$ cat src/design/i2c_master_byte_engine_unit_macros.svh
// ----------------------------------------------------------------------------
// I2C master byte engine assertion macros
// Shared property wrappers so the checks compile away when NO_ASSERTIONS is set.
// ----------------------------------------------------------------------------
`ifndef I2C_MASTER_BYTE_ENGINE_UNIT_MACROS_SVH
`define I2C_MASTER_BYTE_ENGINE_UNIT_MACROS_SVH

`ifndef NO_ASSERTIONS

`define I2CMBE_ASSERT_IMPLIES(label, clk, rst, ante, cons) \
   label: assert property (@(posedge clk) disable iff (rst) (ante) |-> (cons)) \
      else $error("i2c byte engine check failed");

`define I2CMBE_ASSERT_NEXT(label, clk, rst, ante, cons) \
   label: assert property (@(posedge clk) disable iff (rst) (ante) |=> (cons)) \
      else $error("i2c byte engine check failed");

`else

`define I2CMBE_ASSERT_IMPLIES(label, clk, rst, ante, cons)

`define I2CMBE_ASSERT_NEXT(label, clk, rst, ante, cons)

`endif

`endif

$ cat src/design/i2cmbe_pkg.sv
// ----------------------------------------------------------------------------
// I2C master byte engine package
// Shared types and constants for the front, queue, back and top level.
// ----------------------------------------------------------------------------
`timescale 1ns / 1ps

package i2cmbe_pkg;

   localparam int QUEUE_DEPTH   = 4;
   localparam int MSB_POS       = 7;
   localparam int BITS_PER_BYTE = 8;

   localparam int              CSR_ADDR_W     = 3;
   localparam int              CSR_DATA_W     = 32;
   localparam logic            CSR_IDX_TPP    = 1'b0;
   localparam logic [15:0]     TPP_RESET      = 16'd1;

   typedef struct packed {
      logic       mode;
      logic [1:0] command;
      logic [7:0] tx_byte;
      logic       ack_level;
      logic       sda_in;
   } req_payload_type;

   typedef struct packed {
      logic       scl_level;
      logic       sda_level;
      logic       busy_res;
      logic       done_res;
      logic [7:0] rx_byte;
      logic       nack;
      logic       rejected;
   } rsp_payload_type;

   // Raw codes on the request channel.
   localparam logic       MODE_COMMAND = 1'b0;
   localparam logic [1:0] CMD_START    = 2'd0;
   localparam logic [1:0] CMD_WRITE    = 2'd1;
   localparam logic [1:0] CMD_READ     = 2'd2;
   localparam logic [1:0] CMD_STOP     = 2'd3;

   typedef enum logic [2:0] {
      OP_TICK  = 3'd0,
      OP_START = 3'd1,
      OP_WRITE = 3'd2,
      OP_READ  = 3'd3,
      OP_STOP  = 3'd4
   } op_kind_type;

   typedef struct packed {
      op_kind_type kind;
      logic [7:0]  tx_byte;
      logic        ack_level;
      logic        sda_in;
   } op_item_type;

endpackage

$ cat src/design/i2c_master_byte_engine_unit.sv
// ----------------------------------------------------------------------------
// I2C master byte engine
// Command and tick driven I2C master that produces SCL/SDA drive levels.
// ----------------------------------------------------------------------------
// Usage: each request is either a command (start+address, write, read, stop)
// or a timing tick carrying the sampled SDA level. Every request yields exactly
// one response with the SCL/SDA drive levels, busy, done, received byte, nack
// and rejected flags. ticks_per_phase is written through the csr_ port at
// byte address 0 and sets how many ticks each bus half-phase lasts.
// A request accepted into the queue is taken from it by the sequencer, and
// its response is registered in the output register before it shows on rsp_.
// Throughput is one request per cycle unless rsp_stall holds the response.
// Each tick request counts one tick; a half-phase ends once its ticks are counted.
// A four-entry queue lies between the request front end and the sequencer,
// and the response sits in an output register. While rsp_stall is high the
// response holds, the sequencer waits, and requests keep being taken until the
// queue is full, at which point req_stall rises.
// Reset (synchronous) empties the queue, drops rsp_valid, returns the
// sequencer to idle with both lines released and sets ticks_per_phase to 1.
// ----------------------------------------------------------------------------
`timescale 1ns / 1ps

module i2c_master_byte_engine_unit
   import i2cmbe_pkg::*;
#(
   parameter int QueueDepth = QUEUE_DEPTH
)
(
   input  logic                  clock,
   input  logic                  reset,
   input  logic                  req_valid,
   output logic                  req_stall,
   input  req_payload_type       req_data,
   output logic                  rsp_valid,
   input  logic                  rsp_stall,
   output rsp_payload_type       rsp_data,
   input  logic                  csr_psel,
   input  logic                  csr_penable,
   input  logic                  csr_pwrite,
   input  logic [CSR_ADDR_W-1:0] csr_paddr,
   input  logic [CSR_DATA_W-1:0] csr_pwdata,
   output logic [CSR_DATA_W-1:0] csr_prdata,
   output logic                  csr_pready
);

   logic [15:0]  tpp_ff, tpp_in;
   logic         csr_sel_tpp;
   logic         csr_write;
   logic         push;
   op_item_type  push_item;
   logic         queue_full;
   logic         queue_not_empty;
   op_item_type  head_item;
   logic         pop;

   assign csr_pready  = 1'b1;
   assign csr_sel_tpp = (csr_paddr[2] == CSR_IDX_TPP);
   assign csr_write   = csr_psel && csr_penable && csr_pwrite;
   assign tpp_in      = (csr_write && csr_sel_tpp) ? csr_pwdata[15:0] : tpp_ff;
   assign csr_prdata  = csr_sel_tpp ? {{(CSR_DATA_W-16){1'b0}}, tpp_ff} : '0;

   always_ff @(posedge clock) begin
      if (reset) begin
         tpp_ff <= TPP_RESET;
      end else begin
         tpp_ff <= tpp_in;
      end
   end

   i2cmbe_front u_front (
      .req_valid  (req_valid),
      .req_stall  (req_stall),
      .req_data   (req_data),
      .push       (push),
      .push_item  (push_item),
      .queue_full (queue_full)
   );

   i2cmbe_queue #(
      .Depth (QueueDepth)
   ) u_queue (
      .clock     (clock),
      .reset     (reset),
      .push      (push),
      .push_item (push_item),
      .full      (queue_full),
      .pop       (pop),
      .not_empty (queue_not_empty),
      .head_item (head_item)
   );

   i2cmbe_back u_back (
      .clock           (clock),
      .reset           (reset),
      .ticks_per_phase (tpp_ff),
      .item_valid      (queue_not_empty),
      .item            (head_item),
      .pop             (pop),
      .rsp_valid       (rsp_valid),
      .rsp_stall       (rsp_stall),
      .rsp_data        (rsp_data)
   );

endmodule

$ cat src/design/i2cmbe_front.sv
// ----------------------------------------------------------------------------
// I2C master byte engine front end
// Accepts requests and classifies them into tick or command operations.
// ----------------------------------------------------------------------------
`timescale 1ns / 1ps

module i2cmbe_front
   import i2cmbe_pkg::*;
(
   input  logic            req_valid,
   output logic            req_stall,
   input  req_payload_type req_data,
   output logic            push,
   output op_item_type     push_item,
   input  logic            queue_full
);

   op_kind_type kind_w;

   always_comb begin
      if (req_data.mode != MODE_COMMAND) begin
         kind_w = OP_TICK;
      end else begin
         unique case (req_data.command)
            CMD_START: kind_w = OP_START;
            CMD_WRITE: kind_w = OP_WRITE;
            CMD_READ:  kind_w = OP_READ;
            CMD_STOP:  kind_w = OP_STOP;
            default:   kind_w = OP_STOP;
         endcase
      end
   end

   assign req_stall           = queue_full;
   assign push                = req_valid && !queue_full;
   assign push_item.kind      = kind_w;
   assign push_item.tx_byte   = req_data.tx_byte;
   assign push_item.ack_level = req_data.ack_level;
   assign push_item.sda_in    = req_data.sda_in;

endmodule

$ cat src/design/i2cmbe_queue.sv
// ----------------------------------------------------------------------------
// I2C master byte engine operation queue
// Small FIFO that decouples request acceptance from bus sequencing.
// ----------------------------------------------------------------------------
`timescale 1ns / 1ps
`include "i2c_master_byte_engine_unit_macros.svh"

module i2cmbe_queue
   import i2cmbe_pkg::*;
#(
   parameter int Depth = QUEUE_DEPTH
)
(
   input  logic        clock,
   input  logic        reset,
   input  logic        push,
   input  op_item_type push_item,
   output logic        full,
   input  logic        pop,
   output logic        not_empty,
   output op_item_type head_item
);

   // Depth must be a power of two so the pointers wrap on their own.
   localparam int AddrW = (Depth > 1) ? $clog2(Depth) : 1;
   localparam int CntW  = AddrW + 1;

   op_item_type            entry_ff [Depth];
   logic [AddrW-1:0]       wr_ptr_ff, wr_ptr_in;
   logic [AddrW-1:0]       rd_ptr_ff, rd_ptr_in;
   logic [CntW-1:0]        count_ff, count_in;
   logic                   do_push, do_pop;

   assign full      = (count_ff == CntW'(Depth));
   assign not_empty = (count_ff != '0);
   assign do_push   = push && !full;
   assign do_pop    = pop && not_empty;
   assign head_item = entry_ff[rd_ptr_ff];

   always_comb begin
      wr_ptr_in = do_push ? wr_ptr_ff + AddrW'(1) : wr_ptr_ff;
      rd_ptr_in = do_pop  ? rd_ptr_ff + AddrW'(1) : rd_ptr_ff;
      count_in  = count_ff;
      if (do_push && !do_pop) begin
         count_in = count_ff + CntW'(1);
      end else if (do_pop && !do_push) begin
         count_in = count_ff - CntW'(1);
      end
   end

   always_ff @(posedge clock) begin
      if (reset) begin
         wr_ptr_ff <= '0;
         rd_ptr_ff <= '0;
         count_ff  <= '0;
      end else begin
         wr_ptr_ff <= wr_ptr_in;
         rd_ptr_ff <= rd_ptr_in;
         count_ff  <= count_in;
      end
   end

   always_ff @(posedge clock) begin
      if (do_push) begin
         entry_ff[wr_ptr_ff] <= push_item;
      end
   end

   `I2CMBE_ASSERT_IMPLIES(a_count_bound, clock, reset, 1'b1, count_ff <= CntW'(Depth))
   `I2CMBE_ASSERT_NEXT(a_push_counts, clock, reset, do_push && !do_pop, count_ff == $past(count_ff) + CntW'(1))

endmodule

$ cat src/design/i2cmbe_back.sv
// ----------------------------------------------------------------------------
// I2C master byte engine back end
// Bus phase sequencer with an output register toward the response channel.
// ----------------------------------------------------------------------------
`timescale 1ns / 1ps
`include "i2c_master_byte_engine_unit_macros.svh"

module i2cmbe_back
   import i2cmbe_pkg::*;
(
   input  logic            clock,
   input  logic            reset,
   input  logic [15:0]     ticks_per_phase,
   input  logic            item_valid,
   input  op_item_type     item,
   output logic            pop,
   output logic            rsp_valid,
   input  logic            rsp_stall,
   output rsp_payload_type rsp_data
);

   typedef enum logic [13:0] {
      ST_IDLE   = 14'b00000000000001,
      ST_S_REL  = 14'b00000000000010,
      ST_S_FALL = 14'b00000000000100,
      ST_S_LOW  = 14'b00000000001000,
      ST_W_LOW  = 14'b00000000010000,
      ST_W_HIGH = 14'b00000000100000,
      ST_WA_LOW = 14'b00000001000000,
      ST_WA_HI  = 14'b00000010000000,
      ST_R_LOW  = 14'b00000100000000,
      ST_R_HIGH = 14'b00001000000000,
      ST_RA_LOW = 14'b00010000000000,
      ST_RA_HI  = 14'b00100000000000,
      ST_P_A    = 14'b01000000000000,
      ST_P_B    = 14'b10000000000000
   } seq_state_type;

   seq_state_type   state_ff, state_in;
   logic [3:0]      bit_cnt_ff, bit_cnt_in;
   logic [7:0]      shift_ff, shift_in;
   logic            scl_drv_ff, scl_drv_in;
   logic            sda_drv_ff, sda_drv_in;
   logic [15:0]     phase_ff, phase_in;
   logic            ack_send_ff, ack_send_in;
   logic            nack_ff, nack_in;
   logic            rsp_valid_ff;
   rsp_payload_type rsp_ff, rsp_in;

   logic            load_ok;
   logic [15:0]     phase_inc;
   logic [15:0]     phase_len;
   logic            phase_end;
   logic [3:0]      bit_inc;
   logic            done_w;
   logic [7:0]      rx_w;
   logic            rejected_w;

   assign load_ok   = !rsp_valid_ff || !rsp_stall;
   assign pop       = item_valid && load_ok;
   assign phase_inc = phase_ff + 16'd1;
   assign phase_len = (ticks_per_phase == '0) ? 16'd1 : ticks_per_phase;
   // A wrapped counter also ends the phase.
   assign phase_end = (phase_inc >= phase_len) || (phase_inc == '0);
   assign bit_inc   = bit_cnt_ff + 4'd1;

   always_comb begin
      state_in    = state_ff;
      bit_cnt_in  = bit_cnt_ff;
      shift_in    = shift_ff;
      scl_drv_in  = scl_drv_ff;
      sda_drv_in  = sda_drv_ff;
      phase_in    = phase_ff;
      ack_send_in = ack_send_ff;
      nack_in     = nack_ff;
      done_w      = 1'b0;
      rx_w        = '0;
      rejected_w  = 1'b0;
      if (pop) begin
         if (item.kind != OP_TICK) begin
            if (state_ff != ST_IDLE) begin
               rejected_w = 1'b1;
            end else begin
               nack_in    = 1'b0;
               phase_in   = '0;
               bit_cnt_in = '0;
               unique case (item.kind)
                  OP_START: begin
                     shift_in   = item.tx_byte;
                     scl_drv_in = 1'b1;
                     sda_drv_in = 1'b1;
                     state_in   = ST_S_REL;
                  end
                  OP_WRITE: begin
                     shift_in   = item.tx_byte;
                     scl_drv_in = 1'b0;
                     sda_drv_in = item.tx_byte[MSB_POS];
                     state_in   = ST_W_LOW;
                  end
                  OP_READ: begin
                     shift_in    = '0;
                     ack_send_in = item.ack_level;
                     scl_drv_in  = 1'b0;
                     sda_drv_in  = 1'b1;
                     state_in    = ST_R_LOW;
                  end
                  OP_STOP: begin
                     sda_drv_in = 1'b0;
                     state_in   = ST_P_A;
                  end
                  default: begin
                     state_in = state_ff;
                  end
               endcase
            end
         end else if (state_ff != ST_IDLE) begin
            phase_in = phase_inc;
            if (phase_end) begin
               phase_in = '0;
               unique case (state_ff)
                  ST_S_REL: begin
                     sda_drv_in = 1'b0;
                     state_in   = ST_S_FALL;
                  end
                  ST_S_FALL: begin
                     scl_drv_in = 1'b0;
                     state_in   = ST_S_LOW;
                  end
                  ST_S_LOW: begin
                     sda_drv_in = shift_ff[MSB_POS];
                     state_in   = ST_W_LOW;
                  end
                  ST_W_LOW: begin
                     scl_drv_in = 1'b1;
                     state_in   = ST_W_HIGH;
                  end
                  ST_W_HIGH: begin
                     shift_in   = {shift_ff[MSB_POS-1:0], 1'b0};
                     bit_cnt_in = bit_inc;
                     scl_drv_in = 1'b0;
                     if (bit_inc >= 4'(BITS_PER_BYTE)) begin
                        sda_drv_in = 1'b1;
                        state_in   = ST_WA_LOW;
                     end else begin
                        sda_drv_in = shift_ff[MSB_POS-1];
                        state_in   = ST_W_LOW;
                     end
                  end
                  ST_WA_LOW: begin
                     scl_drv_in = 1'b1;
                     state_in   = ST_WA_HI;
                  end
                  ST_WA_HI: begin
                     scl_drv_in = 1'b0;
                     if (item.sda_in) begin
                        // No acknowledge: finish with a stop of our own.
                        nack_in    = 1'b1;
                        sda_drv_in = 1'b0;
                        state_in   = ST_P_A;
                     end else begin
                        sda_drv_in = 1'b1;
                        state_in   = ST_IDLE;
                        done_w     = 1'b1;
                     end
                  end
                  ST_R_LOW: begin
                     scl_drv_in = 1'b1;
                     state_in   = ST_R_HIGH;
                  end
                  ST_R_HIGH: begin
                     shift_in   = {shift_ff[MSB_POS-1:0], item.sda_in};
                     bit_cnt_in = bit_inc;
                     scl_drv_in = 1'b0;
                     if (bit_inc >= 4'(BITS_PER_BYTE)) begin
                        sda_drv_in = ack_send_ff;
                        state_in   = ST_RA_LOW;
                     end else begin
                        sda_drv_in = 1'b1;
                        state_in   = ST_R_LOW;
                     end
                  end
                  ST_RA_LOW: begin
                     scl_drv_in = 1'b1;
                     state_in   = ST_RA_HI;
                  end
                  ST_RA_HI: begin
                     scl_drv_in = 1'b0;
                     sda_drv_in = 1'b1;
                     state_in   = ST_IDLE;
                     done_w     = 1'b1;
                     rx_w       = shift_ff;
                  end
                  ST_P_A: begin
                     scl_drv_in = 1'b1;
                     state_in   = ST_P_B;
                  end
                  ST_P_B: begin
                     sda_drv_in = 1'b1;
                     state_in   = ST_IDLE;
                     done_w     = 1'b1;
                  end
                  default: begin
                     state_in = ST_IDLE;
                  end
               endcase
            end
         end
      end
   end

   always_comb begin
      rsp_in.scl_level = scl_drv_in;
      rsp_in.sda_level = sda_drv_in;
      rsp_in.busy_res  = (state_in != ST_IDLE);
      rsp_in.done_res  = done_w;
      rsp_in.rx_byte   = rx_w;
      rsp_in.nack      = nack_in;
      rsp_in.rejected  = rejected_w;
   end

   always_ff @(posedge clock) begin
      if (reset) begin
         state_ff     <= ST_IDLE;
         bit_cnt_ff   <= '0;
         shift_ff     <= '0;
         scl_drv_ff   <= 1'b1;
         sda_drv_ff   <= 1'b1;
         phase_ff     <= '0;
         ack_send_ff  <= 1'b0;
         nack_ff      <= 1'b0;
         rsp_valid_ff <= 1'b0;
      end else begin
         state_ff     <= state_in;
         bit_cnt_ff   <= bit_cnt_in;
         shift_ff     <= shift_in;
         scl_drv_ff   <= scl_drv_in;
         sda_drv_ff   <= sda_drv_in;
         phase_ff     <= phase_in;
         ack_send_ff  <= ack_send_in;
         nack_ff      <= nack_in;
         if (load_ok) begin
            rsp_valid_ff <= pop;
         end
      end
   end

   always_ff @(posedge clock) begin
      if (pop) begin
         rsp_ff <= rsp_in;
      end
   end

   assign rsp_valid = rsp_valid_ff;
   assign rsp_data  = rsp_ff;

   `I2CMBE_ASSERT_IMPLIES(a_done_not_busy, clock, reset, rsp_valid_ff && rsp_ff.done_res, !rsp_ff.busy_res)
   `I2CMBE_ASSERT_IMPLIES(a_idle_phase_clear, clock, reset, state_ff == ST_IDLE, phase_ff == '0)
   `I2CMBE_ASSERT_IMPLIES(a_bit_count_range, clock, reset, 1'b1, bit_cnt_ff <= 4'(BITS_PER_BYTE))
   `I2CMBE_ASSERT_NEXT(a_reject_when_busy, clock, reset, pop && rejected_w, rsp_valid_ff && rsp_ff.busy_res)

endmodule
$ cat config.mk
export PLATFORM = sky130hd
export DESIGN_NAME = i2c_master_byte_engine_unit
export DESIGN_NICKNAME = d
export VERILOG_FILES = /design/src/design/i2cmbe_pkg.sv /design/src/design/i2c_master_byte_engine_unit.sv /design/src/design/i2cmbe_front.sv /design/src/design/i2cmbe_queue.sv /design/src/design/i2cmbe_back.sv
export VERILOG_INCLUDE_DIRS = /design/src /design/src/design
export SDC_FILE = /design/constraint.sdc
export NUM_CORES = 1
export LEC_CHECK = 0
export ABC_AREA = 0
export BUFFER_PORTS_ARGS = -buffer_cell sky130_fd_sc_hd__buf_2
export CELL_PAD_IN_SITES_DETAIL_PLACEMENT = 1
export CELL_PAD_IN_SITES_GLOBAL_PLACEMENT = 1
export CORE_MARGIN = 2
export CORE_UTILIZATION = 35
export DETAILED_ROUTE_END_ITERATION = 10
export PLACE_DENSITY = 0.76
export SYNTH_ARGS = -nofsm -noshare
export SYNTH_HDL_FRONTEND = slang
export SYNTH_SLANG_ARGS = --single-unit
$ cat constraint.sdc
create_clock -name clock -period 4.57 [get_ports clock]
set_input_delay 0.2285 -clock clock [delete_from_list [all_inputs] [get_ports clock]]
set_output_delay 0.2285 -clock clock [all_outputs]
set_load 0.005 [all_outputs]
After elaboration in Yosys (flattened, before gate mapping)
Memories as Yosys holds them, arrays and structs flattened. A register that Yosys moved wholly into a read port is not among the register bits.
Index checks and enable logic that the tools add are counted.
{"block": "classes", "addsub": 6, "n_eq_ne": 24, "n_mux": 61, "n_reduce_logical": 40, "bitwise_logic": 4, "order_cmp": 2}
{"cell": "$pmux 14 s11", "n": 1}
{"cell": "$mux 16", "n": 6}
{"cell": "$mux 14", "n": 5}
{"cell": "$pmux 14 s4", "n": 1}
{"cell": "$logic_not 16->1", "n": 2}
{"cell": "$mux 8", "n": 4}
{"cell": "$pmux 8 s2", "n": 2}
{"cell": "$ne 14x1->1 const B", "n": 2}
{"cell": "$mux 1", "n": 23}
{"cell": "$mux 4", "n": 5}
{"cell": "$add 16x1->16 const B", "n": 1}
{"cell": "$ge 16x16->1", "n": 1}
{"cell": "$eq 14x10->1 const B", "n": 1}
{"cell": "$eq 14x11->1 const B", "n": 1}
{"cell": "$eq 14x12->1 const B", "n": 1}
{"cell": "$eq 14x13->1 const B", "n": 1}
{"cell": "$eq 14x14->1 const B", "n": 1}
{"cell": "$eq 14x2->1 const B", "n": 1}
{"cell": "$eq 14x3->1 const B", "n": 1}
{"cell": "$eq 14x4->1 const B", "n": 1}
{"cell": "$eq 14x5->1 const B", "n": 1}
{"cell": "$eq 14x6->1 const B", "n": 1}
{"cell": "$eq 14x7->1 const B", "n": 1}
{"cell": "$eq 14x8->1 const B", "n": 1}
{"cell": "other kinds (36)", "n": 72}
{"block": "word_totals", "ramBits": 52, "wordCells": 158, "output_inout_bits": 49, "n_memories": 1, "register_bits": 84}
{"memory": "u_queue.entry_ff", "words": 4, "width": 13, "rd": 1, "rd_clocked_by_memory_dff": 1, "write_ports": 1, "line_no": "i2cmbe_queue.sv:28", "rtl": "op_item_type entry_ff [Depth];"}

Longest topological paths before layout
{"block": "depth", "ltp_word": 9, "mapped_depth": 17, "mapped_depth_nobuf": 14}

Modules after synthesis
From an unflattened synthesis, not the netlist that was laid out.
{"block": "hier_totals", "hier_cells": 736, "hier_area_um2": 7497.2}
{"mod": "i2cmbe_back", "n_inst": 1, "area_each_um2": 4005.1, "cells_each": 495, "seq_area_each_um2": 1361.3}
{"mod": "i2cmbe_queue", "n_inst": 1, "area_each_um2": 2353.5, "cells_each": 115, "seq_area_each_um2": 1741.7}
{"mod": "i2c_master_byte_engine_unit", "n_inst": 1, "area_each_um2": 982.2, "cells_each": 106, "seq_area_each_um2": 320.3}
{"mod": "i2cmbe_front", "n_inst": 1, "area_each_um2": 156.4, "cells_each": 20, "seq_area_each_um2": 0.0}

Worst setup path after synthesis
No wires, ideal clock.
{"block": "synth_timing", "path_kind": "flip-flop to flip-flop", "from": "reg u_back.phase_ff[0]", "to": "reg u_back.rsp_ff (netlist bit u_back.rsp_data[11]), data pin", "t_arrival_ns": 3.471, "path_buffers": 3, "path_stages_with_launch": 17, "required_time_ns": 4.430, "slack_ns": 0.959, "setup_ns": 0.140, "path_cell_list": "dfxtp_1 ha_1 clkbuf_1 nand3_1 nor4_1 xor2_1 ha_1 nand4_1 a21oi_1 o21ai_0 o311a_1 buf_6 or2_1 buf_6 or4_1 o2111a_1 nand4b_1"}
{"item": "start: declaration", "line_no": "i2cmbe_back.sv:44", "rtl": "logic [15:0] phase_ff, phase_in;"}
{"item": "start signal: assignment", "line_no": "i2cmbe_back.sv:238", "rtl": "phase_ff <= phase_in;"}
{"item": "end signal: assignment", "line_no": "i2cmbe_back.sv:249", "rtl": "rsp_ff <= rsp_in;"}
{"item": "end: declaration", "line_no": "i2cmbe_back.sv:48", "rtl": "rsp_payload_type rsp_ff, rsp_in;"}

==> impl_metrics.tcl <==
set metrics [dict create \
    fmaxAchievable_mhz 246.4 \
    rows 51 \
    peakVddDrop_mv 0.3795 \
    rsz0062_at_grt "false" \
    fillerInstances 2269 \
    drive_gt1_share_pct 17.23 \
    die-height_um 145.1 \
    slew_headroom_pct 47.34 \
    layout_commonest_cell "nor2_1" \
    setup_tns_ns 0 \
    final.period_utilization_pct 88.82 \
    dpl_cell_area_sq_um 7470 \
    ys_async_sr_fraction_pct 0 \
    routedWlPerCell_um 16.68 \
    p_sw_uw 1608 \
    avgSynthCellArea_sq_um 9.988 \
    vias 5360 \
    cts.sinks 138 \
    finClkSkew_ns 0.008342 \
    multi_input_area_sq_um 3209 \
    coreArea_sq_um 19530 \
    yosysUniqueCellTypes 67 \
    fin_nets 840 \
    die-area_sq_um 21060 \
    critPathKind "flop to flop" \
    cp.required_ns 4.73 \
    ys_warn_count 0 \
    drv_cap 0 \
    end_kind "flop" \
    pin_count 104 \
    finalSetupViolCount 0 \
    hold_viol 0 \
    leakage_uw 0.003069 \
    drtIter0Drc 211 \
    wl_mm 17.30 \
    drc 0 \
    start_kind "flop" \
    cts_inserted_buffers 17 \
    crit_arrival_ns 4.22 \
    clkPwrFrac_pct 31.6 \
    maxSlewViolCount 0 \
    synth_seq_cells 138 \
    path_clk_slew_ns 0.06 \
    dp_hpwl_mm 12.38 \
    path_buf_inv 0 \
    mappedNetlistArea_sq_um 6972 \
    antenna_cells 0 \
    hold_class "input port to flop" \
    clock_latency_ns 0.43 \
    cpPeakStageDelay_ns 0.51 \
    yosysSeqAreaShare_pct 49.10 \
    switching_share_pct 36.30 \
    ys.flop_type "dfxtp_1" \
    cp_max_fo 11 \
    grt_overflow 0 \
    pwr-share-comb_pct 31.3 \
    fp.dieW_um 145.1 \
    synthCells 698 \
    cts_tree "yes" \
    fin_util_pct 41.71 \
    grt.total_usage_pct 16.81 \
    status "finished clean" \
    antenna_found_initial 0 \
    cts.htree.levels 4 \
    seqCellArea_sq_um 3423 \
    final_cell_mix "83 x nor2_1, 72 x dfxtp_1, 68 x buf_2, 66 x edfxtp_1, 61 x nand2_1" \
    internal-power_uw 2822 \
    ctsResizeCount 0 \
    pwr-share-seq_pct 37.2 \
    cellPowerDensity_nw_per_um2 544.1 \
    place.gp.congestion 0.8456 \
    crit_chain "nand4_4, nor3_1, xor2_1, ha_1, a21oi_1, o21a_1, a21oi_1, o21ai_0, o311a_1, or2_1, nor2_1, a22oi_1, nand4b_1" \
    syn_to_final_growth_pct 16.82 \
    tightest_slew_ns 0.7899 \
    synth_edf_count 66 \
    dr.pass1.iters 4 \
    crit_slowest_cell "dfxtp_1" \
    path_common_cell "a21oi_1" \
    final_antenna_net_count 0 \
    start_util_pct 35.70 \
    viasPerCell 5.169 \
    port_buffers 68 \
    fin_area_sq_um 8144 \
    first_global_vias 5482 \
    root_buffer "clkbuf_16" \
    clk_path_buf_depth 2 \
    path_delay_family "simple AND/OR/NAND/NOR gates" \
    grt_pass1_wl_mm 28.50 \
    grt_max_degree 72 \
    fin_crit_ns 4.059 \
]
cell type report:
class	instances	area share, %
clock inverter	15	2.197
tap	265	4.071
clock buffer	17	5.224
inverter	26	1.198
timing repair buffer	84	5.869
multi-input combinational	492	39.41
sequential	138	42.03
synthesized netlist by cell type (3+ instances only):
cell type / number / area share, %
nor4b_1: 3 / 0.38
o211ai_1: 3 / 0.32
nand2b_1: 4 / 0.36
nor3_1: 20 / 1.4
nor4_1: 13 / 1.2
clkbuf_1: 33 / 1.8
and2_1: 12 / 1.1
o21ai_0: 11 / 0.79
o21a_1: 5 / 0.54
edfxtp_1: 66 / 28
nand4_1: 11 / 0.99
xnor2_1: 12 / 1.5
a211oi_1: 12 / 1.3
a31oi_1: 4 / 0.36
or2_2: 6 / 0.54
dfxtp_1: 72 / 21
nand2_1: 61 / 3.3
mux2i_1: 6 / 0.86
a21oi_1: 46 / 3.3
or3_1: 9 / 0.81
ha_1: 25 / 4.5
a22oi_1: 20 / 2.2
buf_2: 4 / 0.29
a21o_1: 4 / 0.43
buf_4: 17 / 1.8
mux4_2: 13 / 4.2
nand3_1: 16 / 1.1
nor2_1: 83 / 4.5
and3_1: 4 / 0.36
nor3b_1: 4 / 0.43
nor2b_1: 17 / 1.5
inv_1: 25 / 1.3
xor2_1: 15 / 1.9
per-stage QoR:
stage | cells | setup slack, ns | total power, uW | hold WS (ns)
floorplan | 713 | 0.9590 | 2627 | 0.3274
global placement | 998 | 0.6527 | 2998 | 0.4444
detailed placement | 998 | 0.5983 | 3045 | 0.4518
CTS | 1037 | 0.4931 | 4467 | 0.0008451
global route | 1037 | 0.1765 | 4674 | 0.008221
finish | 1037 | 0.5108 | 4431 | 0.01652
path summary, 6_finish.rpt:
path	slack (ns)	end	cells after the start	start
min	0.02	u_queue.entry_ff[3][7]	1	req_data[7]
min reg2reg	0.47	u_back.rsp_valid	2	u_back.rsp_valid
max reg2reg	0.51	u_back.rsp_data[11]	13	u_back.phase_ff[3]
max	0.51	u_back.rsp_data[11]	13	u_back.phase_ff[3]
power groups by stage:
stage                     clock network, uW  registers, uW  logic, uW
final                                  1400           1650       1390
after global routing                   1460           1670       1540
after CTS                              1430           1650       1390
after detailed placement                  0           1680       1370
after global placement                    0           1670       1330
after floorplan                           0           1640        987
flip-flops by register name (all words and copies together) (netlist names), 2 cells and up, named ones only:
| signal | count |
|---|---|
| u_back.shift_ff | 8 |
| u_queue.rd_ptr_ff | 2 |
| u_queue.count_ff | 3 |
| tpp_ff | 16 |
| u_back.state_ff | 14 |
| u_queue.entry_ff | 52 |
| u_back.bit_cnt_ff | 4 |
| u_queue.wr_ptr_ff | 2 |
| u_back.rsp_data | 14 |
| u_back.phase_ff | 16 |
cells by family after synthesis:
group / Yosys count / share of synthesized area (%)
xor gates and xnor gates: 27 / 3.392
buffers and inverters: 83 / 5.671
DFF: 138 / 49.10
adders and majority gates: 26 / 4.774
other: 2 / 0.1077
and+or+nand+nor: 278 / 20.28
AOI/OAI and AO/OA: 125 / 11.61
muxes: 19 / 5.061
per-layer routing:
layer / global-route usage (%) / wire length [um] / up-vias
li1: - / - / 2611
met5: 0 / 0 / -
met1: 22.08 / 8152 / 2644
met3: 3.145 / 472 / 21
met4: 6.225 / 229 / 0
met2: 27.69 / 8442 / 84
timing repair:
action,in CTS,in global routing
hold buffers,7,0
hold endpoints to repair,22,0
buffers inserted,0,0
Note: power is estimated with default switching activity, not from simulation.
